--- src/hdl/mbb_pkg.sv ---
`timescale 1ns / 1ps
// Shared types and constants for the monochrome bitmap blitter.
// No dependencies; every other file of the block imports this package.
package mbb_pkg;

    // Configuration port geometry
    localparam int CFG_IDX_W  = 3;
    localparam int CFG_DATA_W = 12;

    // Payload widths fixed by the interface
    localparam int BYTE_W  = 8;
    localparam int COORD_W = 11;

    // Depth of the queue between front and back
    localparam int Q_DEPTH = 2;
    localparam int Q_PTR_W = 1;

    // Register indexes on the configuration port
    typedef enum logic [CFG_IDX_W-1:0] {
        REG_IMG_WIDTH     = 3'd0,
        REG_IMG_HEIGHT    = 3'd1,
        REG_ORIGIN_X      = 3'd2,
        REG_ORIGIN_Y      = 3'd3,
        REG_MIRROR        = 3'd4,
        REG_SCREEN_WIDTH  = 3'd5,
        REG_SCREEN_HEIGHT = 3'd6
    } cfg_idx_t;

    // Register file contents as written
    typedef struct packed {
        logic [8:0]         img_width;
        logic [8:0]         img_height;
        logic signed [11:0] origin_x;
        logic signed [11:0] origin_y;
        logic               mirror;
        logic [11:0]        screen_width;
        logic [11:0]        screen_height;
    } cfg_t;

    // One classified byte: lanes that survive clipping, in column order
    typedef struct packed {
        logic [BYTE_W-1:0]  lane_mask;
        logic [COORD_W-1:0] base_x;
        logic [COORD_W-1:0] row_y;
        logic               mirror;
    } q_entry_t;

endpackage

--- src/hdl/mbb_if.sv ---
`timescale 1ns / 1ps
// Valid/ready channel interfaces of the bitmap blitter: bitmap bytes,
// drawn pixels and configuration writes. Depends on mbb_pkg.

interface mbb_byte_if import mbb_pkg::*; ();
    logic              valid;
    logic              ready;
    logic [BYTE_W-1:0] pixel_byte;

    modport source (output valid, output pixel_byte, input ready);
    modport sink   (input valid, input pixel_byte, output ready);
endinterface

interface mbb_pix_if import mbb_pkg::*; ();
    logic               valid;
    logic               ready;
    logic [COORD_W-1:0] pixel_x;
    logic [COORD_W-1:0] pixel_y;
    logic               run_last;

    modport source (output valid, output pixel_x, output pixel_y, output run_last,
                    input ready);
    modport sink   (input valid, input pixel_x, input pixel_y, input run_last,
                    output ready);
endinterface

interface mbb_cfg_if import mbb_pkg::*; ();
    logic                  valid;
    logic                  ready;
    logic [CFG_IDX_W-1:0]  index;
    logic [CFG_DATA_W-1:0] data;

    modport source (output valid, output index, output data, input ready);
    modport sink   (input valid, input index, input data, output ready);
endinterface

--- src/hdl/mbb_front.sv ---
`timescale 1ns / 1ps
// Front end of the blitter: accepts bitmap bytes, tracks the row and byte
// position and classifies the eight lanes against image and screen bounds.
// Depends on mbb_pkg.
module mbb_front import mbb_pkg::*; #(
    parameter int MAX_IMG_WIDTH  = 256,
    parameter int MAX_IMG_HEIGHT = 256,
    parameter int SCREEN_LIMIT   = 2048
) (
    input  logic              clk,
    input  logic              rst_n,
    input  cfg_t              cfg,
    input  logic              byte_valid,
    output logic              byte_ready,
    input  logic [BYTE_W-1:0] pixel_byte,
    output logic              push_valid,
    input  logic              push_ready,
    output q_entry_t          push_entry
);

    localparam int WW      = $clog2(MAX_IMG_WIDTH + 1);
    localparam int HW      = $clog2(MAX_IMG_HEIGHT + 1);
    localparam int SCW     = $clog2(SCREEN_LIMIT + 1);
    localparam int BPR_MAX = (MAX_IMG_WIDTH + 7) / 8;
    localparam int BW      = (BPR_MAX > 1) ? $clog2(BPR_MAX) : 1;
    localparam int BPRW    = $clog2(BPR_MAX + 1);
    localparam int RW      = (MAX_IMG_HEIGHT > 1) ? $clog2(MAX_IMG_HEIGHT) : 1;
    localparam int M1      = (WW > 12) ? WW : 12;
    localparam int M2      = (SCW > M1) ? SCW : M1;
    localparam int XW      = M2 + 2;

    logic [BW-1:0] byte_pos_reg, byte_pos_next;
    logic [RW-1:0] row_reg, row_next;

    logic                 s1_valid_reg, s1_valid_next;
    logic [BYTE_W-1:0]    s1_mask_reg, s1_mask_next;
    logic signed [XW-1:0] s1_base_reg, s1_base_next;
    logic [COORD_W-1:0]   s1_row_y_reg, s1_row_y_next;
    logic                 s1_mirror_reg, s1_mirror_next;

    logic [WW-1:0]        w_eff;
    logic [HW-1:0]        h_eff;
    logic [SCW-1:0]       sw_eff, sh_eff;
    logic [WW:0]          bpr_full;
    logic [BPRW-1:0]      bpr;
    logic signed [XW-1:0] dy;
    logic                 row_ok, draw_ok;
    logic [BW+2:0]        col0;
    logic signed [XW-1:0] x_off;
    logic [BYTE_W-1:0]    lit_mask;
    logic [BW:0]          byte_inc;
    logic [RW:0]          row_inc;
    logic                 accept;

    logic signed [XW-1:0] lane_x [BYTE_W];
    logic [BYTE_W-1:0]    keep_mask;
    logic                 s1_advance;

    // Effective sizes after clamping the raw register values
    always_comb
    begin
        if (32'(cfg.img_width) > MAX_IMG_WIDTH)
            w_eff = WW'(MAX_IMG_WIDTH);
        else if (cfg.img_width == '0)
            w_eff = WW'(1);
        else
            w_eff = WW'(cfg.img_width);

        if (32'(cfg.img_height) > MAX_IMG_HEIGHT)
            h_eff = HW'(MAX_IMG_HEIGHT);
        else if (cfg.img_height == '0)
            h_eff = HW'(1);
        else
            h_eff = HW'(cfg.img_height);

        if (32'(cfg.screen_width) > SCREEN_LIMIT)
            sw_eff = SCW'(SCREEN_LIMIT);
        else
            sw_eff = SCW'(cfg.screen_width);

        if (32'(cfg.screen_height) > SCREEN_LIMIT)
            sh_eff = SCW'(SCREEN_LIMIT);
        else
            sh_eff = SCW'(cfg.screen_height);

        bpr_full = ({1'b0, w_eff} + (WW+1)'(7)) >> 3;
        bpr      = BPRW'(bpr_full);
    end

    assign accept     = byte_valid && byte_ready;
    assign s1_advance = s1_valid_reg && (keep_mask == '0 || push_ready);
    assign byte_ready = !s1_valid_reg || s1_advance;

    // Classification of the incoming byte: row clip, lit lanes inside the width
    always_comb
    begin
        dy      = $signed({{(XW-12){cfg.origin_y[11]}}, cfg.origin_y})
                  + $signed(XW'(row_reg));
        row_ok  = !dy[XW-1] && (dy < $signed(XW'(sh_eff)));
        draw_ok = (row_reg < h_eff) && (byte_pos_reg < bpr) && row_ok;
        col0    = {byte_pos_reg, 3'b000};

        for (int b = 0; b < BYTE_W; b++)
        begin
            lit_mask[b] = draw_ok && pixel_byte[BYTE_W-1-b]
                          && ({byte_pos_reg, 3'(b)} < w_eff);
        end

        if (cfg.mirror)
            x_off = $signed(XW'(w_eff)) - $signed(XW'(1)) - $signed(XW'(col0));
        else
            x_off = $signed(XW'(col0));
    end

    // Position counters step on every accepted beat
    always_comb
    begin
        byte_inc      = (BW+1)'(byte_pos_reg) + (BW+1)'(1);
        row_inc       = (RW+1)'(row_reg) + (RW+1)'(1);
        byte_pos_next = byte_pos_reg;
        row_next      = row_reg;
        if (accept)
        begin
            if (byte_inc >= bpr)
            begin
                byte_pos_next = '0;
                if (row_inc >= h_eff)
                    row_next = '0;
                else
                    row_next = RW'(row_inc);
            end
            else
            begin
                byte_pos_next = BW'(byte_inc);
            end
        end
    end

    // First stage register
    always_comb
    begin
        s1_valid_next  = s1_valid_reg;
        s1_mask_next   = s1_mask_reg;
        s1_base_next   = s1_base_reg;
        s1_row_y_next  = s1_row_y_reg;
        s1_mirror_next = s1_mirror_reg;
        if (accept)
        begin
            s1_valid_next  = 1'b1;
            s1_mask_next   = lit_mask;
            s1_base_next   = $signed({{(XW-12){cfg.origin_x[11]}}, cfg.origin_x}) + x_off;
            s1_row_y_next  = COORD_W'(dy);
            s1_mirror_next = cfg.mirror;
        end
        else if (s1_advance)
        begin
            s1_valid_next = 1'b0;
        end
    end

    // Horizontal clip of each lane
    always_comb
    begin
        for (int b = 0; b < BYTE_W; b++)
        begin
            if (s1_mirror_reg)
                lane_x[b] = s1_base_reg - $signed(XW'(b));
            else
                lane_x[b] = s1_base_reg + $signed(XW'(b));
            keep_mask[b] = s1_mask_reg[b] && !lane_x[b][XW-1]
                           && (lane_x[b] < $signed(XW'(sw_eff)));
        end
    end

    assign push_valid           = s1_valid_reg && (keep_mask != '0);
    assign push_entry.lane_mask = keep_mask;
    assign push_entry.base_x    = COORD_W'(s1_base_reg);
    assign push_entry.row_y     = s1_row_y_reg;
    assign push_entry.mirror    = s1_mirror_reg;

    always_ff @(posedge clk or negedge rst_n)
    begin
        if (!rst_n)
        begin
            byte_pos_reg <= '0;
            row_reg      <= '0;
            s1_valid_reg <= 1'b0;
        end
        else
        begin
            byte_pos_reg <= byte_pos_next;
            row_reg      <= row_next;
            s1_valid_reg <= s1_valid_next;
        end
    end

    always_ff @(posedge clk)
    begin
        s1_mask_reg   <= s1_mask_next;
        s1_base_reg   <= s1_base_next;
        s1_row_y_reg  <= s1_row_y_next;
        s1_mirror_reg <= s1_mirror_next;
    end

`ifndef SYNTH
    // A byte whose lanes are all clipped never reaches the queue.
    a_push_nonempty: assert property (@(posedge clk) disable iff (!rst_n)
        push_valid |-> (push_entry.lane_mask != '0))
        else $error("front pushed an empty lane mask");
`endif

endmodule

--- src/hdl/mbb_queue.sv ---
`timescale 1ns / 1ps
// Short queue of classified bytes between the front and back ends.
// Depends on mbb_pkg.
module mbb_queue import mbb_pkg::*; (
    input  logic     clk,
    input  logic     rst_n,
    input  logic     push_valid,
    output logic     push_ready,
    input  q_entry_t push_entry,
    output logic     pop_valid,
    input  logic     pop_ready,
    output q_entry_t pop_entry
);

    q_entry_t           slot_reg [Q_DEPTH];
    logic [Q_PTR_W-1:0] wr_ptr_reg, wr_ptr_next;
    logic [Q_PTR_W-1:0] rd_ptr_reg, rd_ptr_next;
    logic [Q_PTR_W:0]   count_reg, count_next;
    logic               push, pop;

    assign push_ready = (count_reg != (Q_PTR_W+1)'(Q_DEPTH));
    assign pop_valid  = (count_reg != '0);
    assign pop_entry  = slot_reg[rd_ptr_reg];
    assign push       = push_valid && push_ready;
    assign pop        = pop_valid && pop_ready;

    // Pointer and occupancy update
    always_comb
    begin
        wr_ptr_next = push ? wr_ptr_reg + Q_PTR_W'(1) : wr_ptr_reg;
        rd_ptr_next = pop ? rd_ptr_reg + Q_PTR_W'(1) : rd_ptr_reg;
        count_next  = count_reg;
        if (push && !pop)
            count_next = count_reg + (Q_PTR_W+1)'(1);
        else if (pop && !push)
            count_next = count_reg - (Q_PTR_W+1)'(1);
    end

    always_ff @(posedge clk or negedge rst_n)
    begin
        if (!rst_n)
        begin
            wr_ptr_reg <= '0;
            rd_ptr_reg <= '0;
            count_reg  <= '0;
        end
        else
        begin
            wr_ptr_reg <= wr_ptr_next;
            rd_ptr_reg <= rd_ptr_next;
            count_reg  <= count_next;
        end
    end

    // Storage slots
    always_ff @(posedge clk)
    begin
        if (push)
            slot_reg[wr_ptr_reg] <= push_entry;
    end

`ifndef SYNTH
    // Occupancy never goes past the depth.
    a_count_bound: assert property (@(posedge clk) disable iff (!rst_n)
        count_reg <= (Q_PTR_W+1)'(Q_DEPTH))
        else $error("queue occupancy out of range");
    // Pointers agree with the occupancy when the queue is empty.
    a_ptr_match: assert property (@(posedge clk) disable iff (!rst_n)
        (count_reg == '0) |-> (rd_ptr_reg == wr_ptr_reg))
        else $error("queue pointers disagree with occupancy");
`endif

endmodule

--- src/hdl/mbb_back.sv ---
`timescale 1ns / 1ps
// Back end of the blitter: walks the surviving lanes of one byte in column
// order, emitting one pixel beat per cycle through an output register unless stalled.
// Depends on mbb_pkg.
module mbb_back import mbb_pkg::*; (
    input  logic               clk,
    input  logic               rst_n,
    input  logic               pop_valid,
    output logic               pop_ready,
    input  q_entry_t           pop_entry,
    output logic               pix_valid,
    input  logic               pix_ready,
    output logic [COORD_W-1:0] pixel_x,
    output logic [COORD_W-1:0] pixel_y,
    output logic               run_last
);

    logic                  active_reg, active_next;
    logic [BYTE_W-1:0]     mask_reg, mask_next;
    logic [COORD_W-1:0]    base_reg, base_next;
    logic [COORD_W-1:0]    row_reg, row_next;
    logic                  mirror_reg, mirror_next;

    logic                  out_valid_reg, out_valid_next;
    logic [COORD_W-1:0]    x_reg, x_next;
    logic [COORD_W-1:0]    y_reg, y_next;
    logic                  last_reg, last_next;

    logic [2:0]            sel;
    logic [BYTE_W-1:0]     remain;
    logic [COORD_W-1:0]    lane_x;
    logic                  emit;
    logic                  load;

    // Lowest surviving lane is the leftmost image column
    always_comb
    begin
        sel = '0;
        for (int i = BYTE_W - 1; i >= 0; i--)
        begin
            if (mask_reg[i])
                sel = 3'(i);
        end
        remain = mask_reg & ~(BYTE_W'(1) << sel);
        if (mirror_reg)
            lane_x = base_reg - COORD_W'(sel);
        else
            lane_x = base_reg + COORD_W'(sel);
    end

    assign emit      = active_reg && (!out_valid_reg || pix_ready);
    assign pop_ready = !active_reg || (emit && remain == '0);
    assign load      = pop_valid && pop_ready;

    // Working byte: load a new one as soon as the last lane goes out
    always_comb
    begin
        active_next = active_reg;
        mask_next   = mask_reg;
        base_next   = base_reg;
        row_next    = row_reg;
        mirror_next = mirror_reg;
        if (load)
        begin
            active_next = 1'b1;
            mask_next   = pop_entry.lane_mask;
            base_next   = pop_entry.base_x;
            row_next    = pop_entry.row_y;
            mirror_next = pop_entry.mirror;
        end
        else if (emit)
        begin
            mask_next   = remain;
            active_next = (remain != '0);
        end
    end

    // Output register
    always_comb
    begin
        out_valid_next = out_valid_reg;
        x_next         = x_reg;
        y_next         = y_reg;
        last_next      = last_reg;
        if (emit)
        begin
            out_valid_next = 1'b1;
            x_next         = lane_x;
            y_next         = row_reg;
            last_next      = (remain == '0);
        end
        else if (pix_ready)
        begin
            out_valid_next = 1'b0;
        end
    end

    assign pix_valid = out_valid_reg;
    assign pixel_x   = x_reg;
    assign pixel_y   = y_reg;
    assign run_last  = last_reg;

    always_ff @(posedge clk or negedge rst_n)
    begin
        if (!rst_n)
        begin
            active_reg    <= 1'b0;
            out_valid_reg <= 1'b0;
        end
        else
        begin
            active_reg    <= active_next;
            out_valid_reg <= out_valid_next;
        end
    end

    always_ff @(posedge clk)
    begin
        mask_reg   <= mask_next;
        base_reg   <= base_next;
        row_reg    <= row_next;
        mirror_reg <= mirror_next;
        x_reg      <= x_next;
        y_reg      <= y_next;
        last_reg   <= last_next;
    end

`ifndef SYNTH
    // A byte being worked on always has a lane left to emit.
    a_active_mask: assert property (@(posedge clk) disable iff (!rst_n)
        active_reg |-> (mask_reg != '0))
        else $error("back end active with no lanes left");
`endif

endmodule

--- src/hdl/mono_bitmap_blitter_clip_flip.sv ---
`timescale 1ns / 1ps
// Top level of the monochrome bitmap blitter: register file and the
// front, queue and back instances. Depends on mbb_pkg, mbb_if, mbb_front,
// mbb_queue and mbb_back.
//
//  Channel  Dir   Beat carries                     Accepted when
//  cfg      sink  index, data (register write)     cfg.valid && cfg.ready
//  bitmap   sink  pixel_byte (eight pixels)        bitmap.valid && bitmap.ready
//  pixels   src   pixel_x, pixel_y, run_last       pixels.valid && pixels.ready
//
// The output delivers one pixel per cycle while pixels.ready is high; a byte
// holds the back end until its drawn pixels are out, and one with none is
// dropped in the front end. Bytes pass front, queue, back and output registers.
// Reset clears the position counters and sets the registers to their defaults;
// no clearing pass is needed. Configuration writes are always taken.
// A two-entry queue lets the front accept bytes while the output is stalled.
module mono_bitmap_blitter_clip_flip import mbb_pkg::*; #(
    parameter int MAX_IMG_WIDTH  = 256,
    parameter int MAX_IMG_HEIGHT = 256,
    parameter int SCREEN_LIMIT   = 2048
) (
    input logic       clk,
    input logic       rst_n,
    mbb_cfg_if.sink   cfg,
    mbb_byte_if.sink  bitmap,
    mbb_pix_if.source pixels
);

    cfg_t     cfg_reg, cfg_next;
    logic     push_valid, push_ready;
    q_entry_t push_entry;
    logic     pop_valid, pop_ready;
    q_entry_t pop_entry;

    assign cfg.ready = 1'b1;

    // Register file writes
    always_comb
    begin
        cfg_next = cfg_reg;
        if (cfg.valid)
        begin
            case (cfg_idx_t'(cfg.index))
                REG_IMG_WIDTH:     cfg_next.img_width     = cfg.data[8:0];
                REG_IMG_HEIGHT:    cfg_next.img_height    = cfg.data[8:0];
                REG_ORIGIN_X:      cfg_next.origin_x      = $signed(cfg.data[11:0]);
                REG_ORIGIN_Y:      cfg_next.origin_y      = $signed(cfg.data[11:0]);
                REG_MIRROR:        cfg_next.mirror        = cfg.data[0];
                REG_SCREEN_WIDTH:  cfg_next.screen_width  = cfg.data[11:0];
                REG_SCREEN_HEIGHT: cfg_next.screen_height = cfg.data[11:0];
                default:           cfg_next = cfg_reg;
            endcase
        end
    end

    always_ff @(posedge clk or negedge rst_n)
    begin
        if (!rst_n)
        begin
            cfg_reg.img_width     <= 9'd8;
            cfg_reg.img_height    <= 9'd8;
            cfg_reg.origin_x      <= '0;
            cfg_reg.origin_y      <= '0;
            cfg_reg.mirror        <= 1'b0;
            cfg_reg.screen_width  <= 12'd368;
            cfg_reg.screen_height <= 12'd448;
        end
        else
        begin
            cfg_reg <= cfg_next;
        end
    end

    mbb_front #(
        .MAX_IMG_WIDTH  (MAX_IMG_WIDTH),
        .MAX_IMG_HEIGHT (MAX_IMG_HEIGHT),
        .SCREEN_LIMIT   (SCREEN_LIMIT)
    ) u_front (
        .clk        (clk),
        .rst_n      (rst_n),
        .cfg        (cfg_reg),
        .byte_valid (bitmap.valid),
        .byte_ready (bitmap.ready),
        .pixel_byte (bitmap.pixel_byte),
        .push_valid (push_valid),
        .push_ready (push_ready),
        .push_entry (push_entry)
    );

    mbb_queue u_queue (
        .clk        (clk),
        .rst_n      (rst_n),
        .push_valid (push_valid),
        .push_ready (push_ready),
        .push_entry (push_entry),
        .pop_valid  (pop_valid),
        .pop_ready  (pop_ready),
        .pop_entry  (pop_entry)
    );

    mbb_back u_back (
        .clk       (clk),
        .rst_n     (rst_n),
        .pop_valid (pop_valid),
        .pop_ready (pop_ready),
        .pop_entry (pop_entry),
        .pix_valid (pixels.valid),
        .pix_ready (pixels.ready),
        .pixel_x   (pixels.pixel_x),
        .pixel_y   (pixels.pixel_y),
        .run_last  (pixels.run_last)
    );

endmodule
--- src/flat_wrapper.sv ---
// flat-port wrapper written by rule: the top's interface ports become plain ports
module mono_bitmap_blitter_clip_flip_flat import mbb_pkg::*;
#(
    parameter int MAX_IMG_WIDTH  = 256,
    parameter int MAX_IMG_HEIGHT = 256,
    parameter int SCREEN_LIMIT   = 2048
)
  (clk, rst_n, cfg_valid, cfg_index, cfg_data, cfg_ready, bitmap_valid, bitmap_pixel_byte, bitmap_ready, pixels_valid, pixels_pixel_x, pixels_pixel_y, pixels_run_last, pixels_ready);
  mbb_cfg_if cfg_i ();
  mbb_byte_if bitmap_i ();
  mbb_pix_if pixels_i ();
  input logic clk;
  input logic rst_n;
  input wire logic [$bits(cfg_i.valid)-1:0] cfg_valid;
  input wire logic [$bits(cfg_i.index)-1:0] cfg_index;
  input wire logic [$bits(cfg_i.data)-1:0] cfg_data;
  output wire logic [$bits(cfg_i.ready)-1:0] cfg_ready;
  input wire logic [$bits(bitmap_i.valid)-1:0] bitmap_valid;
  input wire logic [$bits(bitmap_i.pixel_byte)-1:0] bitmap_pixel_byte;
  output wire logic [$bits(bitmap_i.ready)-1:0] bitmap_ready;
  output wire logic [$bits(pixels_i.valid)-1:0] pixels_valid;
  output wire logic [$bits(pixels_i.pixel_x)-1:0] pixels_pixel_x;
  output wire logic [$bits(pixels_i.pixel_y)-1:0] pixels_pixel_y;
  output wire logic [$bits(pixels_i.run_last)-1:0] pixels_run_last;
  input wire logic [$bits(pixels_i.ready)-1:0] pixels_ready;
  assign cfg_i.valid = cfg_valid;
  assign cfg_i.index = cfg_index;
  assign cfg_i.data = cfg_data;
  assign cfg_ready = cfg_i.ready;
  assign bitmap_i.valid = bitmap_valid;
  assign bitmap_i.pixel_byte = bitmap_pixel_byte;
  assign bitmap_ready = bitmap_i.ready;
  assign pixels_valid = pixels_i.valid;
  assign pixels_pixel_x = pixels_i.pixel_x;
  assign pixels_pixel_y = pixels_i.pixel_y;
  assign pixels_run_last = pixels_i.run_last;
  assign pixels_i.ready = pixels_ready;
  mono_bitmap_blitter_clip_flip #(.MAX_IMG_WIDTH(MAX_IMG_WIDTH), .MAX_IMG_HEIGHT(MAX_IMG_HEIGHT), .SCREEN_LIMIT(SCREEN_LIMIT)) u_core (.clk(clk), .rst_n(rst_n), .cfg(cfg_i), .bitmap(bitmap_i), .pixels(pixels_i));
endmodule
--- config.mk ---
export PLATFORM = sky130hd
export DESIGN_NAME = mono_bitmap_blitter_clip_flip_flat
export DESIGN_NICKNAME = d
export VERILOG_FILES = /design/src/hdl/mbb_pkg.sv /design/src/hdl/mbb_if.sv /design/src/hdl/mbb_front.sv /design/src/hdl/mbb_queue.sv /design/src/hdl/mbb_back.sv /design/src/hdl/mono_bitmap_blitter_clip_flip.sv /design/src/flat_wrapper.sv
export SDC_FILE = /design/constraint.sdc
export NUM_CORES = 1
export LEC_CHECK = 0
export ABC_AREA = 1
export BUFFER_PORTS_ARGS = -buffer_cell sky130_fd_sc_hd__buf_4
export CAP_MARGIN = 20
export CORE_MARGIN = 5
export CORE_UTILIZATION = 56
export DETAILED_ROUTE_END_ITERATION = 6
export GPL_TIMING_DRIVEN = 0
export PLACE_DENSITY = 0.73
export SYNTH_ARGS = -nofsm -noshare
export SYNTH_HDL_FRONTEND = slang
export SYNTH_SLANG_ARGS = --single-unit
--- constraint.sdc ---
create_clock -name clk -period 7.05 [get_ports clk]
set_clock_uncertainty 0.1 [all_clocks]
set_input_delay 0.3525 -clock clk [delete_from_list [all_inputs] [get_ports clk]]
set_output_delay 0.3525 -clock clk [all_outputs]
set_load 0.05 [all_outputs]
==> results.py <==
metrics = {
    "floorplan": {
        "die_y_um": 181,
        "core_mm2": 0.0287,
        "rows": 62,
        "die_w_um": 181,
        "start_util_pct": 56.8,
        "io_pins": 54,
        "dieArea_mm2": 0.0326,
    },
    "finish": {
        "fillers": 2435,
        "final_cell_count_no_fill": 2367,
        "nNetsFinal": 2192,
        "layout-drive-gt1-share_pct": 8.52,
        "fin_util_pct": 62.7,
        "fin_area_mm2": 0.0180,
        "diodes": 0,
        "largest_reg_flops": 67,
        "syn2layout_area_growth_pct": 10.5,
    },
    "critical_path": {
        "cp-end-kind": "output port",
        "path_buf_inv": 4,
        "cpMaxStageDelayCell": "edfxtp_1",
        "required_ns": 6.60,
        "path_class": "flop to output port",
        "crit_fanout": 19,
        "cpPeakStageDelay_ns": 0.97,
        "crit_path_start_kind": "flop",
        "cpMostUsedCell": "nand2_1",
        "arrival_ns": 5.32,
        "critPathTopFamily": "compound AO/OA/AOI/OAI gates",
        "worstPathCellList": "inv_1 -> ha_1 -> buf_2 -> o21ai_0 -> a21oi_1 -> xnor2_1 -> ha_1 -> a21oi_1 -> nor3_1 -> nor3_1 -> nand2_1 -> nand2_1 -> nand3_1 -> nand2_1 -> nor2_1 -> nand2_2 -> nand2_4 -> buf_6 -> buf_4",
    },
    "clock_tree": {
        "clock-sinks": 237,
        "cts.repair.resized": 0,
        "cts_max_path_buffers": 3,
        "insertion_delay_ns": 0.52,
        "numCtsBuffers": 24,
        "cts_tree": "done",
        "cts.root.buffer_cell": "clkbuf_16",
        "h-tree-depth": 1,
        "clk_pin_slew_worst_paths_ns": 0.06,
    },
    "synthesis": {
        "yosysTopAreaCell": "edfxtp_1",
        "synth_most_common_cell": "nand2_1",
        "synth.distinct_cells": 54,
        "yosysWarningCount": 0,
        "netlist_top_cells_count": "nand2_1 (479), inv_1 (217), ha_1 (190), edfxtp_1 (150), nor2_1 (131)",
        "syn_nets": 2112,
        "synth_area_leaders": "edfxtp_1 (28%), ha_1 (15%), dfrtp_1 (12%)",
        "syn_inst": 1885,
        "seq_area_frac_synth_pct": 41.1,
        "netlist_area_mm2": 0.0163,
        "synth_top_area_share_pct": 27.6,
        "synth.avg_cell_area_um2": 8.64,
        "synth_edf_count": 150,
        "yosys_most_used_dff": "edfxtp_1",
        "ys_ff_latch": 237,
        "async_flop_share_pct": 36.7,
    },
    "sta": {
        "setup_tns_ns": 0,
        "maxSlewViolCount": 0,
        "worst_pin_slew_ns": 0.949,
        "finalHoldViolCount": 0,
        "rsz0062_at_grt": "false",
        "min_period_over_period_pct": 81.8,
        "slew_headroom_pct": 36.7,
        "setup_viol": 0,
        "fmax_ghz": 0.173,
        "fin_crit_ns": 5.77,
    },
    "grt": {
        "gr-total-overflow": 0,
        "grt_pass1_wl_mm": 61.5,
        "grt_pass1_vias": 12500,
        "grt_use_total_pct": 22.8,
        "antenna_found_initial": 0,
        "grt_start_max_net_pins": 88,
    },
    "placement": {
        "globalplace.congestion": 0.964,
        "placed_cell_area_mm2": 0.0172,
        "io_buffers": 51,
        "place_inst": 2321,
        "dp_hpwl_mm": 29.0,
    },
    "outcome": {
        "run_status": "finished clean",
    },
    "route": {
        "dr.pass1.iters": 7,
        "wire_per_inst_um": 15.9,
        "num_vias": 12900,
        "final_antenna_net_count": 0,
        "drc": 0,
        "drt_wl_total_mm": 37.7,
        "viasPerCell": 5.43,
        "initialDrtViolationCount": 906,
    },
    "run": {
        "cap_violations": 0,
    },
    "hold_path": {
        "min_path_type": "primary input to flop",
    },
}
## worst paths after layout
check / endpoint / cells past startpoint / slack, ns / from
worst max-delay path: bitmap_ready / 19 / 1.28 / u_core.u_front.s1_mirror_reg
worst min-delay path: u_core.u_back.pix_valid / 4 / 0.02 / pixels_ready
worst max register to register: u_core.u_queue.slot_reg[0][27] / 18 / 1.34 / u_core.u_front.s1_mirror_reg
worst min register to register: u_core.u_back.pixel_y[10] / 0 / 0.32 / u_core.u_back.row_reg[10]
max in group asynchronous: u_core.cfg_reg[61] / 3 / 6.09 / rst_n
min in group asynchronous: u_core.cfg_reg[10] / 2 / 0.11 / rst_n
## cell type report
class | count | area [µm²] | area share, %
plain buffers | 34 | 211 | 1.17
clock buffers | 34 | 658 | 3.66
clock inverters | 10 | 113 | 0.625
inverters | 226 | 852 | 4.73
multi-input cells | 1388 | 8550 | 47.5
flip-flops and latches | 237 | 6690 | 37.2
well taps | 384 | 480 | 2.67
repair buffers | 54 | 448 | 2.49
## cells by family (layout without fill, tap and decap cells)
| kind of cell | count (synthesis) | in the layout | synth area share, % |
|---|---|---|---|
| compound gates | 298 | 298 | 10.2 |
| xor+xnor | 109 | 109 | 5.86 |
| fa+ha+maj | 199 | 199 | 15.7 |
| buf+inv | 260 | 358 | 6.53 |
| flops | 237 | 237 | 41.1 |
| mux | 8 | 8 | 0.492 |
| other cells | 1 | 1 | 0.0230 |
| simple gates | 773 | 773 | 20.2 |
## per-layer routing
| metal | vias up | wire length, µm | GRT usage, % |
|---|---|---|---|
| li1 | 6458 | - | - |
| met1 | 5937 | 16700 | 31.5 |
| met2 | 372 | 17300 | 37.2 |
| met3 | 84 | 2620 | 3.88 |
| met4 | 0 | 1090 | 6.68 |
| met5 | - | 0 | 0 |
## layout by cell type (no fill, tap or decap), types with 5 or more instances in the layout
cell type | Yosys | routed
a21oi_1 | 114 | 114
a31oi_1 | 9 | 9
buf_4 | 3 | 54
buf_6 | 9 | 9
clkbuf_1 | 17 | 25
clkbuf_16 | 0 | 24
clkinv_2 | 1 | 5
dfrtp_1 | 78 | 78
dfstp_2 | 9 | 9
edfxtp_1 | 150 | 150
fa_1 | 9 | 9
ha_1 | 190 | 190
inv_1 | 217 | 217
inv_2 | 5 | 5
mux2i_1 | 8 | 8
nand2_1 | 479 | 479
nand2_2 | 14 | 14
nand2_4 | 8 | 8
nand3_1 | 58 | 58
nand3_2 | 8 | 8
nand4_1 | 22 | 22
nor2_1 | 131 | 129
nor3_1 | 33 | 33
nor4_1 | 7 | 7
o21a_1 | 11 | 11
o21ai_0 | 121 | 121
o21ai_1 | 9 | 9
o21ai_2 | 5 | 5
xnor2_1 | 27 | 27
xor2_1 | 82 | 82
## metrics by stage
step | hold slack [ns] | setup slack [ns]
after floorplan | -0.0431 | 1.96
after global placement | 0.302 | 0.183
after detailed placement | 0.305 | 1.40
after CTS | 0.00732 | 1.36
after global routing | 0.0304 | 0.919
final | 0.0206 | 1.28
## worst min-delay path: cells and delay by family
| family | cells | cell delay [ns] |
|---|---|---|
| buffers and inverters | 2 | 0.11 |
| and+or+nand+nor | 2 | 0.14 |
## timing repair
action	CTS	global route
buffers inserted	0	0
endpoints found under the setup margin	0	0
hold buffers	1	0
endpoints found under the hold margin	58	0
Power is not shown: default switching activity piles up to over one toggle a cycle in this logic, so the estimate is an artifact.
